--- config.mk ---
export PLATFORM = sky130hd
export DESIGN_NAME = bcc_front
export DESIGN_NICKNAME = d
export VERILOG_FILES = /design/src/rtl/core/assert_macros.svh /design/src/rtl/core/bcc_pkg.sv /design/src/rtl/core/bcc_front.sv
export SDC_FILE = /design/constraint.sdc
export NUM_CORES = 2
export LEC_CHECK = 0
export BUFFER_PORTS_ARGS = -buffer_cell sky130_fd_sc_hd__buf_2
export CAP_MARGIN = 20
export CORE_MARGIN = 2
export CORE_UTILIZATION = 55
export DETAILED_ROUTE_END_ITERATION = 7
export HOLD_SLACK_MARGIN = 0.08
export PLACE_DENSITY = 0.73
export SKIP_CTS_REPAIR_TIMING = 1
export SYNTH_ARGS = -nofsm -noshare
export SYNTH_HDL_FRONTEND = slang
export SYNTH_SLANG_ARGS = --single-unit
--- constraint.sdc ---
create_clock -name i_clk -period 10.27 [get_ports i_clk]
set_clock_uncertainty 0.2 [all_clocks]
set_input_delay 2.054 -clock i_clk [delete_from_list [all_inputs] [get_ports i_clk]]
set_output_delay 2.054 -clock i_clk [all_outputs]
set_load 0.05 [all_outputs]
--- src/rtl/core/assert_macros.svh ---
// Assertion macros shared by the barycentric weight datapath.
`ifndef ASSERT_MACROS_SVH
`define ASSERT_MACROS_SVH

// Checks a property at every rising clock edge outside reset.
`define BCC_ASSERT(lbl, clk, rstn, prop, msg) \
    lbl: assert property (@(posedge clk) disable iff (!rstn) (prop)) else $error(msg);

// Checks that a condition implies a consequence in the same cycle.
`define BCC_ASSERT_IMPLY(lbl, clk, rstn, ante, cons, msg) \
    `BCC_ASSERT(lbl, clk, rstn, (ante) |-> (cons), msg)

`endif

--- src/rtl/core/bcc_pkg.sv ---
// Package with widths, types and helpers of the barycentric weight datapath.
`timescale 1ns / 1ps
package bcc_pkg;
    localparam int COORD_W   = 12;
    localparam int EDGE_W    = COORD_W + 1;
    localparam int PROD_W    = 2 * EDGE_W;
    localparam int CROSS_W   = PROD_W + 1;
    localparam int MAG_W     = CROSS_W - 1;
    localparam int FRAC_BITS = 16;
    localparam int NUM_W     = MAG_W + FRAC_BITS;
    localparam int QUO_W     = NUM_W + 1;
    localparam int SUM_W     = QUO_W + 2;
    localparam int WGT_W     = 32;

    localparam logic signed [SUM_W-1:0] ONE_Q16 = SUM_W'(1) <<< FRAC_BITS;
    localparam logic signed [SUM_W-1:0] WGT_MAX = SUM_W'({1'b0, {(WGT_W-1){1'b1}}});
    localparam logic signed [SUM_W-1:0] WGT_MIN = -WGT_MAX - SUM_W'(1);

    typedef struct packed {
        logic [MAG_W-1:0] divisor;
        logic [MAG_W-1:0] rem_u;
        logic [MAG_W-1:0] rem_v;
        logic [NUM_W-1:0] dq_u;
        logic [NUM_W-1:0] dq_v;
        logic             neg_u;
        logic             neg_v;
        logic             degen;
    } t_div_word;

    function automatic logic signed [WGT_W-1:0] sat_wgt(input logic signed [SUM_W-1:0] x);
        logic signed [WGT_W-1:0] r;
        if (x > WGT_MAX) begin
            r = {1'b0, {(WGT_W-1){1'b1}}};
        end else if (x < WGT_MIN) begin
            r = {1'b1, {(WGT_W-1){1'b0}}};
        end else begin
            r = x[WGT_W-1:0];
        end
        return r;
    endfunction
endpackage

--- src/rtl/core/bcc_front.sv ---
// Front stages: edge vectors, cross products and division operand setup.
`timescale 1ns / 1ps
module bcc_front (
    input  logic                       i_clk,
    input  logic                       i_rst_n,
    input  logic                       i_en,
    input  logic                       i_valid,
    input  logic [bcc_pkg::COORD_W-1:0] i_px,
    input  logic [bcc_pkg::COORD_W-1:0] i_py,
    input  logic [bcc_pkg::COORD_W-1:0] i_ax,
    input  logic [bcc_pkg::COORD_W-1:0] i_ay,
    input  logic [bcc_pkg::COORD_W-1:0] i_bx,
    input  logic [bcc_pkg::COORD_W-1:0] i_by,
    input  logic [bcc_pkg::COORD_W-1:0] i_cx,
    input  logic [bcc_pkg::COORD_W-1:0] i_cy,
    output logic                       o_valid,
    output bcc_pkg::t_div_word         o_word
);
    import bcc_pkg::*;

    logic                      r_v1, r_v2, r_v3;
    logic signed [EDGE_W-1:0]  r_e0x, r_e0y, r_e1x, r_e1y, r_e2x, r_e2y;
    logic signed [CROSS_W-1:0] r_area, r_nu, r_nv;
    t_div_word                 r_word;
    logic signed [CROSS_W-1:0] n_area, n_nu, n_nv;
    logic [CROSS_W-1:0]        n_mag_a, n_mag_u, n_mag_v;

    function automatic logic signed [EDGE_W-1:0] sub_c(input logic [COORD_W-1:0] p,
                                                      input logic [COORD_W-1:0] q);
        return $signed({p[COORD_W-1], p}) - $signed({q[COORD_W-1], q});
    endfunction

    always_comb begin
        n_area = CROSS_W'(r_e0x * r_e1y) - CROSS_W'(r_e0y * r_e1x);
        n_nu   = CROSS_W'(r_e2x * r_e1y) - CROSS_W'(r_e2y * r_e1x);
        n_nv   = CROSS_W'(r_e0x * r_e2y) - CROSS_W'(r_e0y * r_e2x);
        n_mag_a = r_area[CROSS_W-1] ? -r_area : r_area;
        n_mag_u = r_nu[CROSS_W-1] ? -r_nu : r_nu;
        n_mag_v = r_nv[CROSS_W-1] ? -r_nv : r_nv;
    end

    always_ff @(posedge i_clk) begin
        if (!i_rst_n) begin
            r_v1 <= 1'b0;
            r_v2 <= 1'b0;
            r_v3 <= 1'b0;
        end else if (i_en) begin
            r_v1 <= i_valid;
            r_v2 <= r_v1;
            r_v3 <= r_v2;
        end
    end

    always_ff @(posedge i_clk) begin
        if (i_en) begin
            r_e0x <= sub_c(i_bx, i_ax);
            r_e0y <= sub_c(i_by, i_ay);
            r_e1x <= sub_c(i_cx, i_ax);
            r_e1y <= sub_c(i_cy, i_ay);
            r_e2x <= sub_c(i_px, i_ax);
            r_e2y <= sub_c(i_py, i_ay);
            r_area <= n_area;
            r_nu   <= n_nu;
            r_nv   <= n_nv;
            r_word.divisor <= n_mag_a[MAG_W-1:0];
            r_word.rem_u   <= '0;
            r_word.rem_v   <= '0;
            r_word.dq_u    <= {n_mag_u[MAG_W-1:0], {FRAC_BITS{1'b0}}};
            r_word.dq_v    <= {n_mag_v[MAG_W-1:0], {FRAC_BITS{1'b0}}};
            r_word.neg_u   <= r_nu[CROSS_W-1] ^ r_area[CROSS_W-1];
            r_word.neg_v   <= r_nv[CROSS_W-1] ^ r_area[CROSS_W-1];
            r_word.degen   <= (r_area == '0);
        end
    end

    assign o_valid = r_v3;
    assign o_word  = r_word;
endmodule

# After elaboration in Yosys (flattened, before gate mapping)

Cells that the tools add are included.
W data, S select, Z words.

Flip-flop bits (word level): 243
Latch bits: 0
Memory bits (writable): 0
ROM bits: 0
Input bits: 100
Output and inout bits: 166
Word-level logic and storage cells: 42
Memories kept: 0

Add/subtract/negate cells: 12
$mul: 6
Divide/modulo/power cells: 0
$lt $le $gt $ge: 0
Equal/unequal tests: 0
Shifts and indexed selects: 0
Mux-type cells: 3
Bitwise gates (word level): 2
Reductions and logical operators: 1

Operator list:

| operator          | number |
|---|---|
| $mul A13 B13 Y26  | 6 |
| $sub A26 B26 Y27  | 3 |
| $mux W26          | 3 |
| $neg A26 Y26      | 3 |
| $sub A12 B12 Y13  | 6 |
| $logic_not A27 Y1 | 1 |
| $xor A1 B1 Y1     | 2 |

# Depth between registers and ports, before layout

Depth in word-level cells: 2
Gate-level depth with buffers: 27
Depth with buffers taken out: 25

# Least setup slack after synthesis

No wires, ideal clock.

Kind: reg2reg
From: register r_e0y[12]
To: register r_area[25], data pin
Library setup time: 0.258 ns
Arrival: 6.995 ns
Path slack: 2.817 ns
Stages on the path, launching flop included: 24
Buffers on the path: 2
Period minus slack after synthesis: 7.453 ns
Cell sequence: edfxtp_1 > clkbuf_1 > clkbuf_1 > nand2_1 > inv_1 > fa_1 > fa_1 > inv_1 > fa_1 > fa_1 > fa_1 > fa_1 > inv_1 > fa_1 > inv_1 > ha_1 > a21oi_1 > o21bai_1 > a2111oi_0 > a21oi_1 > o41ai_1 > o2111ai_1 > a21oi_1 > xnor2_1

Word-level cells in the longest chain between the ends: 2

Ends and longest elaborated chain:

| item                   | line            | source |
|---|---|---|
| start, declared        | bcc_front.sv:22 | `logic signed [EDGE_W-1:0] r_e0x, r_e0y, r_e1x, r_e1y, r_e2x, r_e2y;` |
| start signal, assigned | bcc_front.sv:57 | `r_e0y <= sub_c(i_by, i_ay);` |
| $mul A13 B13 Y26       | bcc_front.sv:34 | `n_area = CROSS_W'(r_e0x * r_e1y) - CROSS_W'(r_e0y * r_e1x);` |
| $sub A26 B26 Y27       | bcc_front.sv:34 |  |
| named net n_area[25]   | bcc_front.sv:25 | `logic signed [CROSS_W-1:0] n_area, n_nu, n_nv;` |
| end signal, assigned   | bcc_front.sv:62 | `r_area <= n_area;` |
| end, declared          | bcc_front.sv:23 | `logic signed [CROSS_W-1:0] r_area, r_nu, r_nv;` |

The timed path passes the listed nets, and every way through them passes these cells.
A chain may end at the register's enable or synchronous reset.

# Final worst setup path

From: register r_e2y[12]
To: register r_nu[20], data pin

Word-level cells in the longest chain between the ends: 2

Ends and longest elaborated chain:

| item                   | line            | source |
|---|---|---|
| start, declared        | bcc_front.sv:22 |  |
| start signal, assigned | bcc_front.sv:61 | `r_e2y <= sub_c(i_py, i_ay);` |
| $mul A13 B13 Y26       | bcc_front.sv:35 | `n_nu = CROSS_W'(r_e2x * r_e1y) - CROSS_W'(r_e2y * r_e1x);` |
| $sub A26 B26 Y27       | bcc_front.sv:35 |  |
| named net n_nu[20]     | bcc_front.sv:25 |  |
| end signal, assigned   | bcc_front.sv:63 | `r_nu <= n_nu;` |
| end, declared          | bcc_front.sv:23 |  |

The timed path passes the listed nets, and every way through them passes these cells.

==> flow_metrics.py <==
metrics = {
    "outcome": {
        "outcome": "complete, no violations",
    },
    "yosys": {
        "yosysTopAreaCell": "fa_1",
        "ys_ff_latch": 243,
        "ys_top_cells_by_area": "fa_1 (43%), edfxtp_1 (13%), ha_1 (9.9%)",
        "synth_ff_type": "edfxtp_1",
        "ys_types": 65,
        "yosysSeqAreaShare_pct": 13.3,
        "synthCells": 5525,
        "synthArstFlopShare_pct": 0,
        "synth_edf_count": 240,
        "syn_avg_cell_area_um2": 9.85,
        "yosys.area.top_type_share_pct": 42.9,
        "synth_area_mm2": 0.0544,
        "yosysWarnings": 0,
    },
    "cts": {
        "ctsHtreeMaxLevel": 1,
        "cts_num_sinks": 243,
        "clk_latency_ns": 0.64,
        "worst_setup_hold_path_clk_slew_ns": 0.06,
        "clk_path_buf_depth": 3,
        "cts_tree": "yes",
        "numCtsBuffers": 29,
        "root_buffer": "clkbuf_16",
    },
    "critical_path": {
        "cp_common_cell": "fa_1",
        "startpoint_type": "register",
        "crit_chain": "nand2_1 -> inv_1 -> fa_1 -> fa_1 -> inv_1 -> fa_1 -> fa_1 -> fa_1 -> fa_1 -> inv_1 -> fa_1 -> inv_1 -> ha_1 -> o21a_1 -> o21ai_0 -> nor4_1 -> o211ai_1 -> a21boi_0 -> mux2i_1 -> o2111ai_1",
        "path_delay_family": "adder cells",
        "critical_path_arrival_ns": 8.37,
        "worstPathRequired_ns": 10.43,
        "crit_type": "reg2reg",
        "worstPathMaxFanout": 20,
        "cpPeakStageDelay_ns": 0.96,
        "endpoint_kind": "register",
        "crit_buf_inv": 4,
        "critPathSlowestCell": "edfxtp_1",
    },
    "global_routing": {
        "antenna_found_initial": 4,
        "grt_pass1_vias": 39600,
        "grt_max_degree": 120,
        "track_usage_pct": 26.2,
        "gr-total-overflow": 0,
        "grt_pass1_wl_mm": 210,
        "grt_use_met1_pct": 34.6,
        "use_met3_pct": 4.33,
        "grt-busiest-layer": "met2",
        "met2_usage_pct": 43.4,
    },
    "worst_hold_path": {
        "worst_hold_path_type": "reg2reg",
    },
    "sta": {
        "finalHoldViolCount": 0,
        "worst_slack_ns": 2.06,
        "fin_crit_sh_pct": 79.9,
        "max_freq_mhz": 122,
        "rsz0062_at_grt": "false",
        "maxSlewHeadroom_pct": 15.2,
        "setup_tns_ns": 0,
        "worst_pin_slew_ns": 1.27,
        "finalCriticalPeriod_ns": 8.21,
        "setup_violations": 0,
        "slew_violations": 0,
    },
    "layout": {
        "syn_to_final_growth_pct": 5.57,
        "num-fill-cells": 8387,
        "finalInstanceArea_mm2": 0.0575,
        "layout.nets": 7329,
        "drive_gt1_share_pct": 5.52,
    },
    "floorplanning": {
        "die_x_um": 319,
        "initial_core_util_pct": 55.4,
        "die_y_um": 319,
        "core_mm2": 0.0983,
        "die-area_mm2": 0.102,
        "num_rows": 115,
        "io_pins": 266,
    },
    "drt": {
        "via_per_inst": 5.31,
        "vias": 36800,
        "first_pass_iters": 5,
        "drcViolationCount": 0,
        "wire_per_inst_um": 18.3,
        "ant_nets": 0,
        "drt_wl_total_mm": 127,
        "drt_iter0_markers": 2439,
    },
    "place": {
        "place.gp.congestion": 0.906,
        "dp_hpwl_mm": 102,
        "portBuffers": 181,
        "place_ws_ns": 2.09,
        "postPlaceCellArea_mm2": 0.0565,
    },
    "job": {
        "maxCapViolCount": 0,
    },
}
==> placed cells by master (no fill, tap or decap), drive strengths merged, types with 23 or more instances in the layout <==
cell and n:
conb 84, nor2 141, buf 252, nand2b 48, and2 601, nor2b 73, a21boi 23, fa 1167
xor2 38, a21oi 69, o31ai 25, nand3 31, edfxtp 240, a21o 31, clkbuf 34, ha 432
inv 1421, nor3 29, xnor2 178, nand2 428, o21ai 110
==> path summary, 6_finish.rpt <==
kind	from	slack [ns]	end	cells after the start
setup reg to reg	r_e2y[12]	2.06	r_nu[20]	20
setup / recovery	r_e2y[12]	2.06	r_nu[20]	20
hold reg to reg	r_nv[0]	0.25	o_word[19]	0
hold / removal	r_nv[0]	0.25	o_word[19]	0
==> state kept, by name, indices dropped and copies added, names as in the netlist <==
signal	count
r_e1x	13
r_e1y	13
r_area	27
r_e2y	13
o_valid	1
r_nv	27
r_nu	27
r_e0x	13
r_e2x	13
r_e0y	13
r_v1	1
o_word	81
r_v2	1
==> metal layers <==
metal / vias up / share of wire, %
met5: - / 0.018
met3: 308 / 8.1
met4: 4 / 4.3
li1: 16500 / -
met1: 18600 / 40
met2: 1455 / 48
==> logic make-up after synthesis <==
| logic type | after synthesis | synth area share [%] |
|---|---|---|
| adders and majority gates | 1599 | 52.8 |
| muxes | 5 | 0.0919 |
| buffers and inverters | 1681 | 12.2 |
| DFF | 243 | 13.3 |
| other | 1 | 0.00689 |
| xor gates and xnor gates | 216 | 3.47 |
| AOI/OAI and AO/OA | 354 | 4.28 |
| and+or+nand+nor | 1426 | 13.8 |
==> cell usage after synthesis, drive strengths merged (9+ instances only) <==
cell and count:
a21boi 23, a21o 31, a21oi 69, a31oi 13, and2 601, and3 12
buf 86, clkbuf 175, edfxtp 240, fa 1167, ha 432, inv 1419
nand2 428, nand2b 48, nand3 31, nor2 141, nor2b 73, nor3 29
nor4 9, o21ai 110, o311ai 10, o31ai 25, o41ai 13, or3 20
xnor2 178, xor2 38
==> worst reg2reg max path, stage by stage (launching register included) <==
cell	delay, ns
edfxtp_1	0.96
nand2_1	0.58
inv_1	0.55
fa_1	0.53
fa_1	0.55
inv_1	0.05
fa_1	0.48
fa_1	0.56
fa_1	0.43
fa_1	0.49
inv_1	0.05
fa_1	0.53
inv_1	0.06
ha_1	0.37
o21a_1	0.14
o21ai_0	0.11
nor4_1	0.55
o211ai_1	0.20
a21boi_0	0.23
mux2i_1	0.21
o2111ai_1	0.12
==> cell type report <==
class / instances / area [um^2] / area share, %
antenna: 1 / 2.50 / 0.00435
sequential: 243 / 7270 / 12.6
timing repair buffer: 252 / 1500 / 2.60
clock inverter: 16 / 163 / 0.283
tap: 1287 / 1610 / 2.80
clock buffer: 34 / 744 / 1.30
inverter: 1420 / 5330 / 9.27
multi-input combinational: 3684 / 40900 / 71.1
==> per-stage QoR <==
step | hold WS (ns) | util (%) | cells
6_report | 0.254 | 58.5 | 6937
5_1_grt | 0.264 | 58.5 | 6936
4_1_cts | 0.253 | 58.4 | 6933
3_5_place_dp | 0.249 | 57.5 | 6883
3_3_place_gp | 0.243 | 57.5 | 6883
2_1_floorplan | 0.226 | - | 5608
Power is left out: the tool's default activity adds up to more than one toggle a clock period on the data nets, which glitch-free logic cannot reach.
