### config.mk
export PLATFORM = sky130hd
export DESIGN_NAME = bcc_div_cell
export DESIGN_NICKNAME = d
export VERILOG_FILES = /design/src/rtl/core/bcc_pkg.sv /design/src/rtl/core/bcc_div_cell.sv
export VERILOG_INCLUDE_DIRS = /design/src /design/src/rtl/core
export SDC_FILE = /design/constraint.sdc
export NUM_CORES = 1
export LEC_CHECK = 0
export ABC_AREA = 1
export BUFFER_PORTS_ARGS = -buffer_cell sky130_fd_sc_hd__buf_2
export CAP_MARGIN = 30
export CORE_MARGIN = 4
export CORE_UTILIZATION = 50
export DETAILED_ROUTE_END_ITERATION = 8
export PLACE_DENSITY = 0.8
export SLEW_MARGIN = 15
export SYNTH_ARGS = -nofsm -noshare
export SYNTH_HDL_FRONTEND = slang
export SYNTH_SLANG_ARGS = --single-unit
### constraint.sdc
create_clock -name i_clk -period 3.5 [get_ports i_clk]
set_clock_uncertainty 0.2 [all_clocks]
set_input_delay 1.05 -clock i_clk [delete_from_list [all_inputs] [get_ports i_clk]]
set_output_delay 1.05 -clock i_clk [all_outputs]
set_load 0.01 [all_outputs]
### src/rtl/core/assert_macros.svh
// Assertion macros shared by the barycentric weight datapath.
`ifndef ASSERT_MACROS_SVH
`define ASSERT_MACROS_SVH

// Checks a property at every rising clock edge outside reset.
`define BCC_ASSERT(lbl, clk, rstn, prop, msg) \
    lbl: assert property (@(posedge clk) disable iff (!rstn) (prop)) else $error(msg);

// Checks that a condition implies a consequence in the same cycle.
`define BCC_ASSERT_IMPLY(lbl, clk, rstn, ante, cons, msg) \
    `BCC_ASSERT(lbl, clk, rstn, (ante) |-> (cons), msg)

`endif

### src/rtl/core/bcc_pkg.sv
// Package with widths, types and helpers of the barycentric weight datapath.
`timescale 1ns / 1ps
package bcc_pkg;
    localparam int COORD_W   = 12;
    localparam int EDGE_W    = COORD_W + 1;
    localparam int PROD_W    = 2 * EDGE_W;
    localparam int CROSS_W   = PROD_W + 1;
    localparam int MAG_W     = CROSS_W - 1;
    localparam int FRAC_BITS = 16;
    localparam int NUM_W     = MAG_W + FRAC_BITS;
    localparam int QUO_W     = NUM_W + 1;
    localparam int SUM_W     = QUO_W + 2;
    localparam int WGT_W     = 32;

    localparam logic signed [SUM_W-1:0] ONE_Q16 = SUM_W'(1) <<< FRAC_BITS;
    localparam logic signed [SUM_W-1:0] WGT_MAX = SUM_W'({1'b0, {(WGT_W-1){1'b1}}});
    localparam logic signed [SUM_W-1:0] WGT_MIN = -WGT_MAX - SUM_W'(1);

    typedef struct packed {
        logic [MAG_W-1:0] divisor;
        logic [MAG_W-1:0] rem_u;
        logic [MAG_W-1:0] rem_v;
        logic [NUM_W-1:0] dq_u;
        logic [NUM_W-1:0] dq_v;
        logic             neg_u;
        logic             neg_v;
        logic             degen;
    } t_div_word;

    function automatic logic signed [WGT_W-1:0] sat_wgt(input logic signed [SUM_W-1:0] x);
        logic signed [WGT_W-1:0] r;
        if (x > WGT_MAX) begin
            r = {1'b0, {(WGT_W-1){1'b1}}};
        end else if (x < WGT_MIN) begin
            r = {1'b1, {(WGT_W-1){1'b0}}};
        end else begin
            r = x[WGT_W-1:0];
        end
        return r;
    endfunction
endpackage

### src/rtl/core/bcc_div_cell.sv
// One restoring division cell: produces one quotient bit of both weights.
`timescale 1ns / 1ps
`include "assert_macros.svh"
module bcc_div_cell (
    input  logic               i_clk,
    input  logic               i_rst_n,
    input  logic               i_en,
    input  logic               i_valid,
    input  bcc_pkg::t_div_word i_word,
    output logic               o_valid,
    output bcc_pkg::t_div_word o_word
);
    import bcc_pkg::*;

    logic      r_valid;
    t_div_word r_word;
    t_div_word n_word;
    logic [MAG_W:0] n_try_u, n_try_v;
    logic           n_bit_u, n_bit_v;

    always_comb begin
        n_word  = i_word;
        n_try_u = {i_word.rem_u, i_word.dq_u[NUM_W-1]};
        n_try_v = {i_word.rem_v, i_word.dq_v[NUM_W-1]};
        n_bit_u = (n_try_u >= {1'b0, i_word.divisor});
        n_bit_v = (n_try_v >= {1'b0, i_word.divisor});
        n_word.rem_u = n_bit_u ? MAG_W'(n_try_u - {1'b0, i_word.divisor})
                               : n_try_u[MAG_W-1:0];
        n_word.rem_v = n_bit_v ? MAG_W'(n_try_v - {1'b0, i_word.divisor})
                               : n_try_v[MAG_W-1:0];
        n_word.dq_u = {i_word.dq_u[NUM_W-2:0], n_bit_u};
        n_word.dq_v = {i_word.dq_v[NUM_W-2:0], n_bit_v};
    end

    always_ff @(posedge i_clk) begin
        if (!i_rst_n) begin
            r_valid <= 1'b0;
        end else if (i_en) begin
            r_valid <= i_valid;
        end
    end

    always_ff @(posedge i_clk) begin
        if (i_en) begin
            r_word <= n_word;
        end
    end

    assign o_valid = r_valid;
    assign o_word  = r_word;

    `BCC_ASSERT_IMPLY(a_rem_u_below, i_clk, i_rst_n, r_valid && !r_word.degen,
                      r_word.rem_u < r_word.divisor, "partial remainder of u not reduced")
    `BCC_ASSERT_IMPLY(a_rem_v_below, i_clk, i_rst_n, r_valid && !r_word.degen,
                      r_word.rem_v < r_word.divisor, "partial remainder of v not reduced")
endmodule

* Word-level counts from Yosys, hierarchy flattened *
Cells that the tools add are included.

storage, ports and cells
  register bits = 166
  input bits = 169
  output and inout port bits = 166
  logic and storage cells = 15

operators by class
  add/sub/neg operators = 2
  order comparisons = 2
  muxes and demuxes = 2

operator list
  operator                                          number
  27-bit by 26-bit >= comparator with 1-bit output  2
  26-bit 2-to-1 mux                                 2
  26-bit subtractor                                 2

* Longest topological paths before layout *
Gate-level depths: netlist (run 1).

  depth after elaboration = 2
  mapped depth = 15
  mapped depth without buffers = 15

* Least setup slack after synthesis (run 1) *
No wires, ideal clock.

  path type = input port to flip-flop
  from = input port i_word[44] (netlist bit)
  to = register r_word, in the netlist o_word[101], data pin
  setup time = 253 ps
  arrival = 2,549 ps
  required time = 3,047 ps
  setup slack = 498 ps
  stages = 13
  buffers on the path = 0
  cell sequence = inv_1 ha_1 inv_1 fa_1 nand3_1 nand3_1 nand2_1 nand2_1 nand3_1 nand2_1 or2_2 nand3_1 nand2_1

RTL lines
  what                  RTL line            source
  from (decl)           bcc_div_cell.sv:9   input bcc_pkg::t_div_word i_word,
  to (signal assigned)  bcc_div_cell.sv:45  r_word <= n_word;
  to (decl)             bcc_div_cell.sv:16  t_div_word r_word;

==> results of run 1 <==
[registers in the layout, indices dropped and copies added (netlist names)]
signal / flops
o_word: 165
o_valid: 1
[how the worst max path moves through the flow]
stage                     startpoint                     to  slack (ns)
after floorplan           i_word[44]  o_word[101]$_DFFE_PP_        0.50
after global placement    i_word[44]  o_word[101]$_DFFE_PP_        0.29
after detailed placement  i_word[44]  o_word[101]$_DFFE_PP_        0.24
after CTS                 i_word[44]  o_word[101]$_DFFE_PP_        0.64
after global routing      i_word[44]  o_word[101]$_DFFE_PP_        0.50
final                     i_word[44]  o_word[101]$_DFFE_PP_        0.59
[worst max-delay path, delay by kind of cell]
kind | cells | cell delay [ns]
buf+inv | 3 | 0.23
fa+ha+maj | 2 | 0.57
simple gates | 9 | 1.06
[power groups by stage]
stage	registers [mW]	logic [mW]	clock network [mW]
final	2.48	1.33	1.94
after global routing	2.50	1.47	2.07
after floorplan	2.64	0.636	0
after detailed placement	2.53	1.33	0
after CTS	2.48	1.33	1.96
after global placement	2.52	1.31	0
[layout make-up]
type                            instances  share of cell area, %
Clock buffer                           17                  3.400
Clock inverter                         15                  1.620
Inverter                              236                  7.081
Multi-Input combinational cell        739                  30.52
Sequential cell                       166                  39.76
Tap cell                              260                  2.600
Timing Repair Buffer                  354                  15.01
[layer usage]
metal	GRT usage (%)	wire length (um)
met3	5.579	2349
met1	31.31	11380
met2	51.18	16100
met5	0	12
met4	9.366	733
[through the flow]
step	utilization (%)	worst slack (ns)	total power, mW
after global placement	62.69	0.2852	3.827
after detailed placement	62.69	0.2364	3.852
after CTS	66.00	0.6361	5.779
final	66.00	0.5857	5.753
after floorplan	-	0.4978	3.278
after global routing	66.00	0.4973	6.044
[cells in the final DEF (no fill, tap or decap), types with 2 or more instances in the layout]
cell type and count:
nor4_1 2, o21bai_1 2, buf_4 16, ha_1 52
nor3_1 3, buf_2 333, nand3_1 51, nand2_1 409
or2_2 2, nand3_2 9, xor2_1 25, nand4_1 38
inv_1 228, edfxtp_1 165, fa_1 2, nand2_2 2
clkinv_8 6, inv_8 2, nor2_1 61, clkinv_4 2
o21ai_1 18, inv_12 3, clkbuf_16 17, inv_2 8
nor2_2 9, buf_12 4, nand3b_1 10, a21oi_1 24
o21ai_0 11
[synth_stat cells (2+ instances only)]
cell / count
fa_1: 2
nand3b_1: 10
o21ai_1: 18
ha_1: 52
xor2_1: 25
clkbuf_1: 5
buf_4: 4
nand3_1: 51
a21oi_1: 24
inv_1: 228
nand2_1: 409
o21ai_0: 11
nor2_1: 61
edfxtp_1: 165
nand2_2: 2
nand3_2: 9
o21bai_1: 2
nor3_1: 3
inv_2: 8
nor4_1: 2
nand4_1: 38
buf_2: 2
nor2_2: 9
or2_2: 2
[logic make-up (layout without fill, tap and decap cells)]
| group | count (synthesis) | count (layout) | share of synthesized area [%] |
|---|---|---|---|
| and+or+nand+nor | 602 | 602 | 26.55 |
| buffers and inverters | 250 | 622 | 10.02 |
| DFF | 166 | 166 | 50.90 |
| AOI/OAI and AO/OA | 57 | 57 | 3.124 |
| adders and majority gates | 54 | 54 | 7.067 |
| xor gates and xnor gates | 26 | 26 | 2.330 |
==> flow_metrics.tcl, run 1 <==
set metrics [dict create \
    cp-end-kind "flop" \
    hpwl_um 25030 \
    worstHoldPathCells 2 \
    r2r_start "o_valid$_SDFFE_PN0P_" \
    detail-route-antenna-nets 0 \
    slew_headroom_pct 55.23 \
    synth-seq-area-share_pct 50.90 \
    ff2ff_path_depth 2 \
    hold_path_end "o_valid$_SDFFE_PN0P_" \
    drv_slew 0 \
    timing.rr.end "o_valid$_SDFFE_PN0P_" \
    wl_per_cell_um 17.11 \
    drt_first_pass_iters 5 \
    p_leak_nw 6.599 \
    grt_first_pass_wirelength_um 46260 \
    antenna_cells 0 \
    hp-start "o_valid$_SDFFE_PN0P_" \
    worst_pin_slew_ns 0.6716 \
    grt_max_degree 71 \
    combinationalPowerShare_pct 23.2 \
    antenna_found_initial 1 \
    p_clk_share_pct 33.7 \
    cts_resized 0 \
    clockBufferDepth 2 \
    dpl_cell_area_um2 11880 \
    synth_enable_flop_cells 165 \
    ys_top_cells_by_area "edfxtp_1, nand2_1, inv_1" \
    fin_crit_ns 2.914 \
    seqPwrFrac_pct 43.1 \
    fp.dieW_um 147.8 \
    remaining_drc_errors 0 \
    synth_warnings 0 \
    setup_viol 0 \
    drt_iter0_drc 574 \
    min_path_type "flop to flop" \
    final_area_um2 12510 \
    num-fill-cells 1621 \
    ff_latch_area_um2 4975 \
    grt_pass1_vias 8626 \
    rsz0062_at_grt "false" \
    ys_async_sr_fraction_pct 0 \
    power_per_cell_area_nw_per_um2 459.9 \
    cp-start-kind "input pin" \
    critPathKind "input pin to flop" \
    routed_via_density 5.010 \
    worstPathRequired_ns 3.49 \
    dieArea_um2 21850 \
    clock.fmax_mhz 343.1 \
    port_buffers 334 \
    final_cells 1787 \
    p_sw_mw 1.840 \
    post_cts_buffers 0 \
    status "complete, no violations" \
    cts_hold_buf 0 \
    nNetsFinal 1737 \
    ys_ff_latch 166 \
    syn_area_um2 9773 \
    max-cap-violations 0 \
    totalWireLength_um 30580 \
    cts_tree "yes" \
    avgSynthCellArea_um2 8.462 \
    p_int_mw 3.914 \
    tns_ns 0 \
    vias 8952 \
    coreArea_um2 18960 \
    gp_congestion 0.9403 \
    drive_gt1_share_pct 27.57 \
    syn_to_final_growth_pct 28.01 \
    path_clk_slew_ns 0.08 \
    start_util_pct 51.56 \
    cts_root_buf "clkbuf_16" \
    fin_crit_sh_pct 83.27 \
    fp.dieH_um 147.8 \
    htree_levels 4 \
    fp-row-count 50 \
    r2r_slack_ns 2.64 \
    finalHoldWorstSlack_ns 0.3505 \
    p_sw_share_pct 31.98 \
    crit_path_max_incr_delay_ns 0.42 \
    finalHoldViolations 0 \
    ys.flop_type "edfxtp_1" \
    ir_worst_vdd_mv 0.3147 \
    cts_made_buffers 17 \
    worstPathCellList "buf_2 > inv_1 > ha_1 > inv_1 > fa_1 > nand3_1 > nand3_1 > nand2_1 > nand2_1 > nand3_1 > nand2_1 > or2_2 > nand3_1 > nand2_1" \
    crit_fanout 4 \
    synth_top_area_share_pct 50.70 \
    synth_nets 1378 \
    netlist_instances 1155 \
    cts_sinks 166 \
    io_pins 335 \
    synth_cell_type_count 37 \
    cp.arrival_ns 2.91 \
    place_inst 1755 \
    grtUsageTotal_pct 27.48 \
    slowest_stage "fa_1" \
    overflow 0 \
    multi_input_area_um2 3819 \
    insertion_delay_ns 0.43 \
    synth_top_area_cell "edfxtp_1" \
]
Power figures use the tool's default switching activity.
==> inputs of run 2 (changes only) <==
CORE_UTILIZATION = 46   (was 50)
PLACE_DENSITY = 0.77   (was 0.8)
clock period = 2.6 ns   (was 3.5 ns; I/O delays follow)
==> run 2 against run 1 <==
Compared with the run above:
- hold slack got worse by 0.039 ns
- flip-flop and latch count did not move
- die area rose by 8.2%
- wire length rose by 14%
- first-iteration DRC count rose by 5.1%
- critical path type unchanged
==> flow_metrics.tcl, run 2 (synthesized netlist as in run 1, its figures left out) <==
set metrics [dict create \
    power_per_cell_area_nw_per_um2 578.8 \
    slew_headroom_pct 74.54 \
    worstPathRequired_ns 2.58 \
    num-fill-cells 1756 \
    remaining_drc_errors 0 \
    drt_iter0_drc 603 \
    insertion_delay_ns 0.44 \
    detail-route-antenna-nets 0 \
    grt_max_degree 43 \
    worst_path_most_repeated_cell "nand2_1" \
    syn_to_final_growth_pct 42.76 \
    nNetsFinal 1906 \
    totalWireLength_um 34840 \
    status "complete, no violations" \
    coreArea_um2 20960 \
    routed_via_density 4.921 \
    worst_pin_slew_ns 0.3790 \
    finalWorstSetupSlack_ns 0.06255 \
    start_util_pct 46.64 \
    cp-end-kind "flop" \
    clock.fmax_mhz 394.1 \
    cp-start-kind "input pin" \
    largest_reg_flops 165 \
    fin_util_pct 66.58 \
    cts_tree "yes" \
    min_path_type "input pin to flop" \
    critPathKind "input pin to flop" \
    finalHoldViolations 0 \
    path_clk_slew_ns 0.08 \
    dieArea_um2 23640 \
    cp.arrival_ns 2.52 \
    cp_top_family "simple AND/OR/NAND/NOR gates" \
    crit_fanout 3 \
    worstPathCellList "buf_2 > inv_1 > ha_1 > buf_4 > nand2_1 > nand2_1 > a21oi_1 > buf_4 > and2_1 > nand4_1 > nand3_1 > nand2_1" \
    final_cell_mix "nand2_1, buf_2, inv_1, buf_4, edfxtp_1" \
    antenna_found_initial 0 \
    max-cap-violations 0 \
    p_leak_nw 7.416 \
    grt_first_pass_wirelength_um 52610 \
    port_buffers 334 \
    layout_commonest_cell "nand2_1" \
    cts_sinks 166 \
    io_pins 335 \
    grtUsageTotal_pct 29.02 \
    hpwl_um 28930 \
    cts_hold_buf 0 \
    fp.dieW_um 153.8 \
    ir_worst_vdd_mv 0.4422 \
    gp_congestion 0.9260 \
    drive_gt1_share_pct 36.56 \
    clockBufferDepth 2 \
    fp.dieH_um 153.8 \
    fin_crit_ns 2.537 \
    rsz0062_at_grt "false" \
    post_cts_buffers 0 \
    drv_slew 0 \
    overflow 0 \
    setup_viol 0 \
    cts_root_buf "clkbuf_16" \
    wl_per_cell_um 17.67 \
    dpl_cell_area_um2 13330 \
    drt_first_pass_iters 6 \
    slowest_stage "a21oi_1" \
    pre_cts_ws_ns -0.3838 \
    cts_made_buffers 17 \
    path_buf_inv 4 \
    fin_crit_sh_pct 97.59 \
    tns_ns 0 \
    final_area_um2 13950 \
    crit_path_max_incr_delay_ns 0.33 \
    vias 9705 \
    fp-row-count 53 \
    grt_pass1_vias 9612 \
    htree_levels 4 \
]
[run 2: cell types whose count changed in the layout (fill, tap and decap cells not counted), sizes merged]
cell,delta
clkinvlp,+1
diode,+1
inv,+1
clkinv,-2
buf,+169
[run 2: path summary, 6_finish.rpt]
kind,startpoint,end,slack [ns],depth (start not counted)
setup / recovery,i_word[158],o_word[133]$_DFFE_PP_,0.06,12
setup reg to reg,o_valid$_SDFFE_PN0P_,o_valid$_SDFFE_PN0P_,1.76,2
hold reg to reg,o_valid$_SDFFE_PN0P_,o_valid$_SDFFE_PN0P_,0.36,2
hold / removal,i_word[14],o_word[15]$_DFFE_PP_,0.31,1
[run 2: metal layers]
| layer | wire length (um) | part of all wire, % | vias to the layer above | track usage [%] |
|---|---|---|---|---|
| li1 | - | - | 4756 | - |
| met1 | 13760 | 39 | 4428 | 35.03 |
| met2 | 16790 | 48 | 435 | 49.93 |
| met3 | 2494 | 7.2 | 86 | 5.516 |
| met4 | 1789 | 5.1 | 0 | 14.13 |
| met5 | 0 | 0 | - | 0 |
[run 2: power breakdown]
group / leakage (nW) / total, mW / switching [mW] / internal (mW)
sequential: 1.62 / 3.35 / 0.0786 / 3.27
clock: 0.279 / 2.53 / 1.24 / 1.29
combinational: 5.51 / 2.20 / 1.25 / 0.947
total: 7.42 / 8.08 / 2.57 / 5.51
[run 2: metrics by stage]
step           total power [mW]  hold WS [ns]  instances
2_1_floorplan             4.440        0.3553       1155
3_3_place_gp              5.540        0.3200       1939
3_5_place_dp              5.581        0.3331       1939
4_1_cts                   8.102        0.3049       1971
5_1_grt                   8.476        0.3000       1971
6_report                  8.075        0.3113       1972
[run 2: cell type report]
class	count	area, um2	share of cell area (%)
clock inverters	15	161.4	1.157
inverters	236	885.9	6.349
clock buffers	17	425.4	3.049
repair buffers	523	3172	22.73
well taps	275	344.1	2.466
diodes	1	2.502	0.01794
flip-flops and latches	166	4975	35.66
multi-input cells	739	3986	28.57
[run 2: what timing repair did]
item	CTS	global route
hold endpoints to repair	0	0
resized for setup	0	11
setup endpoints to repair	0	17
==> inputs of run 3 (changes only) <==
CORE_UTILIZATION = 40   (was 46)
PLACE_DENSITY = 0.69   (was 0.77)
==> run 3 against run 2 <==
Compared with the run above:
- first-iteration DRC count up 5.5%
- hold slack improved by 0.0038 ns
- via count shrank 2.0%
- global-route usage down 4.6 points
- worst setup slack gained 0.034 ns
- combinational power is essentially flat
- sequential share of layout area is 0.68 points lower
- largest power group unchanged
==> flow_metrics.tcl, run 3 (synthesized netlist as in run 1, its figures left out) <==
set metrics [dict create \
    ff2ff_path_depth 2 \
    fp-row-count 56 \
    cp.arrival_ns 2.49 \
    totalWireLength_um 34270 \
    hpwl_um 28170 \
    worstHoldPathCells 1 \
    wl_met1_um 14170 \
    nNetsFinal 1919 \
    dieArea_um2 27000 \
    finalHoldViolations 0 \
    power_per_cell_area_nw_per_um2 574.3 \
    fin_crit_ns 2.504 \
    routed_via_density 4.688 \
    grt_first_pass_wirelength_um 49940 \
    insertion_delay_ns 0.43 \
    drive_gt1_share_pct 37.62 \
    cts_sinks 166 \
    cts_tree "yes" \
    remaining_drc_errors 0 \
    num-fill-cells 2124 \
    crit_fanout 4 \
    critPathKind "input pin to flop" \
    max-cap-violations 0 \
    port_buffers 334 \
    status "complete, no violations" \
    grtUsageTotal_pct 24.43 \
    cp-end-kind "flop" \
    clock.fmax_mhz 399.4 \
    grt_pass1_vias 9257 \
    slew_headroom_pct 69.39 \
    setup_viol 0 \
    cts_root_buf "clkbuf_16" \
    finalHoldWorstSlack_ns 0.3151 \
    ir_worst_vdd_mv 0.3923 \
    antenna_found_initial 2 \
    fp.dieW_um 164.3 \
    top_layer "met5" \
    drt_first_pass_iters 7 \
    drv_slew 0 \
    dr_wl_met3_um 2733 \
    io_pins 335 \
    overflow 0 \
    worstPathRequired_ns 2.59 \
    grt_max_degree 43 \
    wl_per_cell_um 16.89 \
    coreArea_um2 23750 \
    power.total_mw 8.169 \
    p_leak_nw 7.507 \
    fp.dieH_um 164.3 \
    detail-route-antenna-nets 0 \
    drt_iter0_drc 636 \
    fin_crit_sh_pct 96.30 \
    layout_commonest_cell "nand2_1" \
    cts_made_buffers 17 \
    cts_hold_buf 0 \
    path_clk_slew_ns 0.08 \
    gp_congestion 0.8720 \
    met2_length_um 16410 \
    vias 9511 \
    htree_levels 4 \
    min_path_type "input pin to flop" \
    clockBufferDepth 2 \
    largest_reg_flops 165 \
    syn_to_final_growth_pct 45.54 \
    start_util_pct 41.15 \
    worst_pin_slew_ns 0.4591 \
    cp-start-kind "input pin" \
    final_cell_mix "nand2_1, buf_2, inv_1, buf_4, edfxtp_1" \
]
==> run 3: worst paths after layout <==
path	start	end	slack, ns
max	i_word[139]	o_word[129]$_DFFE_PP_	0.1
min	i_word[40]	o_word[41]$_DFFE_PP_	0.32
max reg2reg	o_valid$_SDFFE_PN0P_	o_valid$_SDFFE_PN0P_	1.76
min reg2reg	o_valid$_SDFFE_PN0P_	o_valid$_SDFFE_PN0P_	0.35
==> run 3: final cells by class <==
| class | instances | area, um2 | area share (%) |
|---|---|---|---|
| flip-flops and latches | 166 | 4975 | 34.98 |
| well taps | 319 | 399.1 | 2.806 |
| diodes | 1 | 2.502 | 0.01759 |
| multi-input cells | 739 | 4066 | 28.59 |
| repair buffers | 536 | 3287 | 23.11 |
| clock buffers | 17 | 425.4 | 2.991 |
| clock inverters | 15 | 182.7 | 1.284 |
| inverters | 236 | 885.9 | 6.228 |
==> run 3: repair_timing <==
item,CTS,global route
gates resized for setup,0,21
setup endpoints to repair,0,23
buffers inserted,0,2
==> run 3: worst max-delay path, cell delays in order <==
cell,delay [ns]
buf_2,0.16
ha_1,0.16
inv_1,0.06
fa_1,0.38
inv_1,0.06
nor2_1,0.06
o21ai_0,0.21
nand2_1,0.17
nand2_1,0.09
nand2_1,0.09
xor2_1,0.15
nand2_1,0.08
nand2_1,0.05
==> run 3: report_power, final <==
group	switching [mW]	internal [mW]	leakage, nW
logic	1.23	0.980	5.59
registers	0.0709	3.27	1.62
clock network	1.31	1.31	0.296
total	2.61	5.56	7.51
==> run 3: routing by layer <==
metal	vias up	track usage [%]
li1	4775	-
met1	4312	30.81
met2	373	41.67
met3	49	5.295
met4	2	8.197
met5	-	0
==> run 3: through the flow <==
stage               cell area [um2]  instances  setup slack [ns]  setup TNS, ns  util [%]
detailed placement            13460       1993           -0.3873         -16.02     56.68
CTS                           14070       2025           0.07010              0     59.24
global placement              13460       1993           -0.3882         -16.06     56.68
finish                        14220       2029           0.09615              0     59.88
floorplan                      9912       1155          0.001080              0         -
global route                  14220       2029         -0.002112      -0.002112     59.88
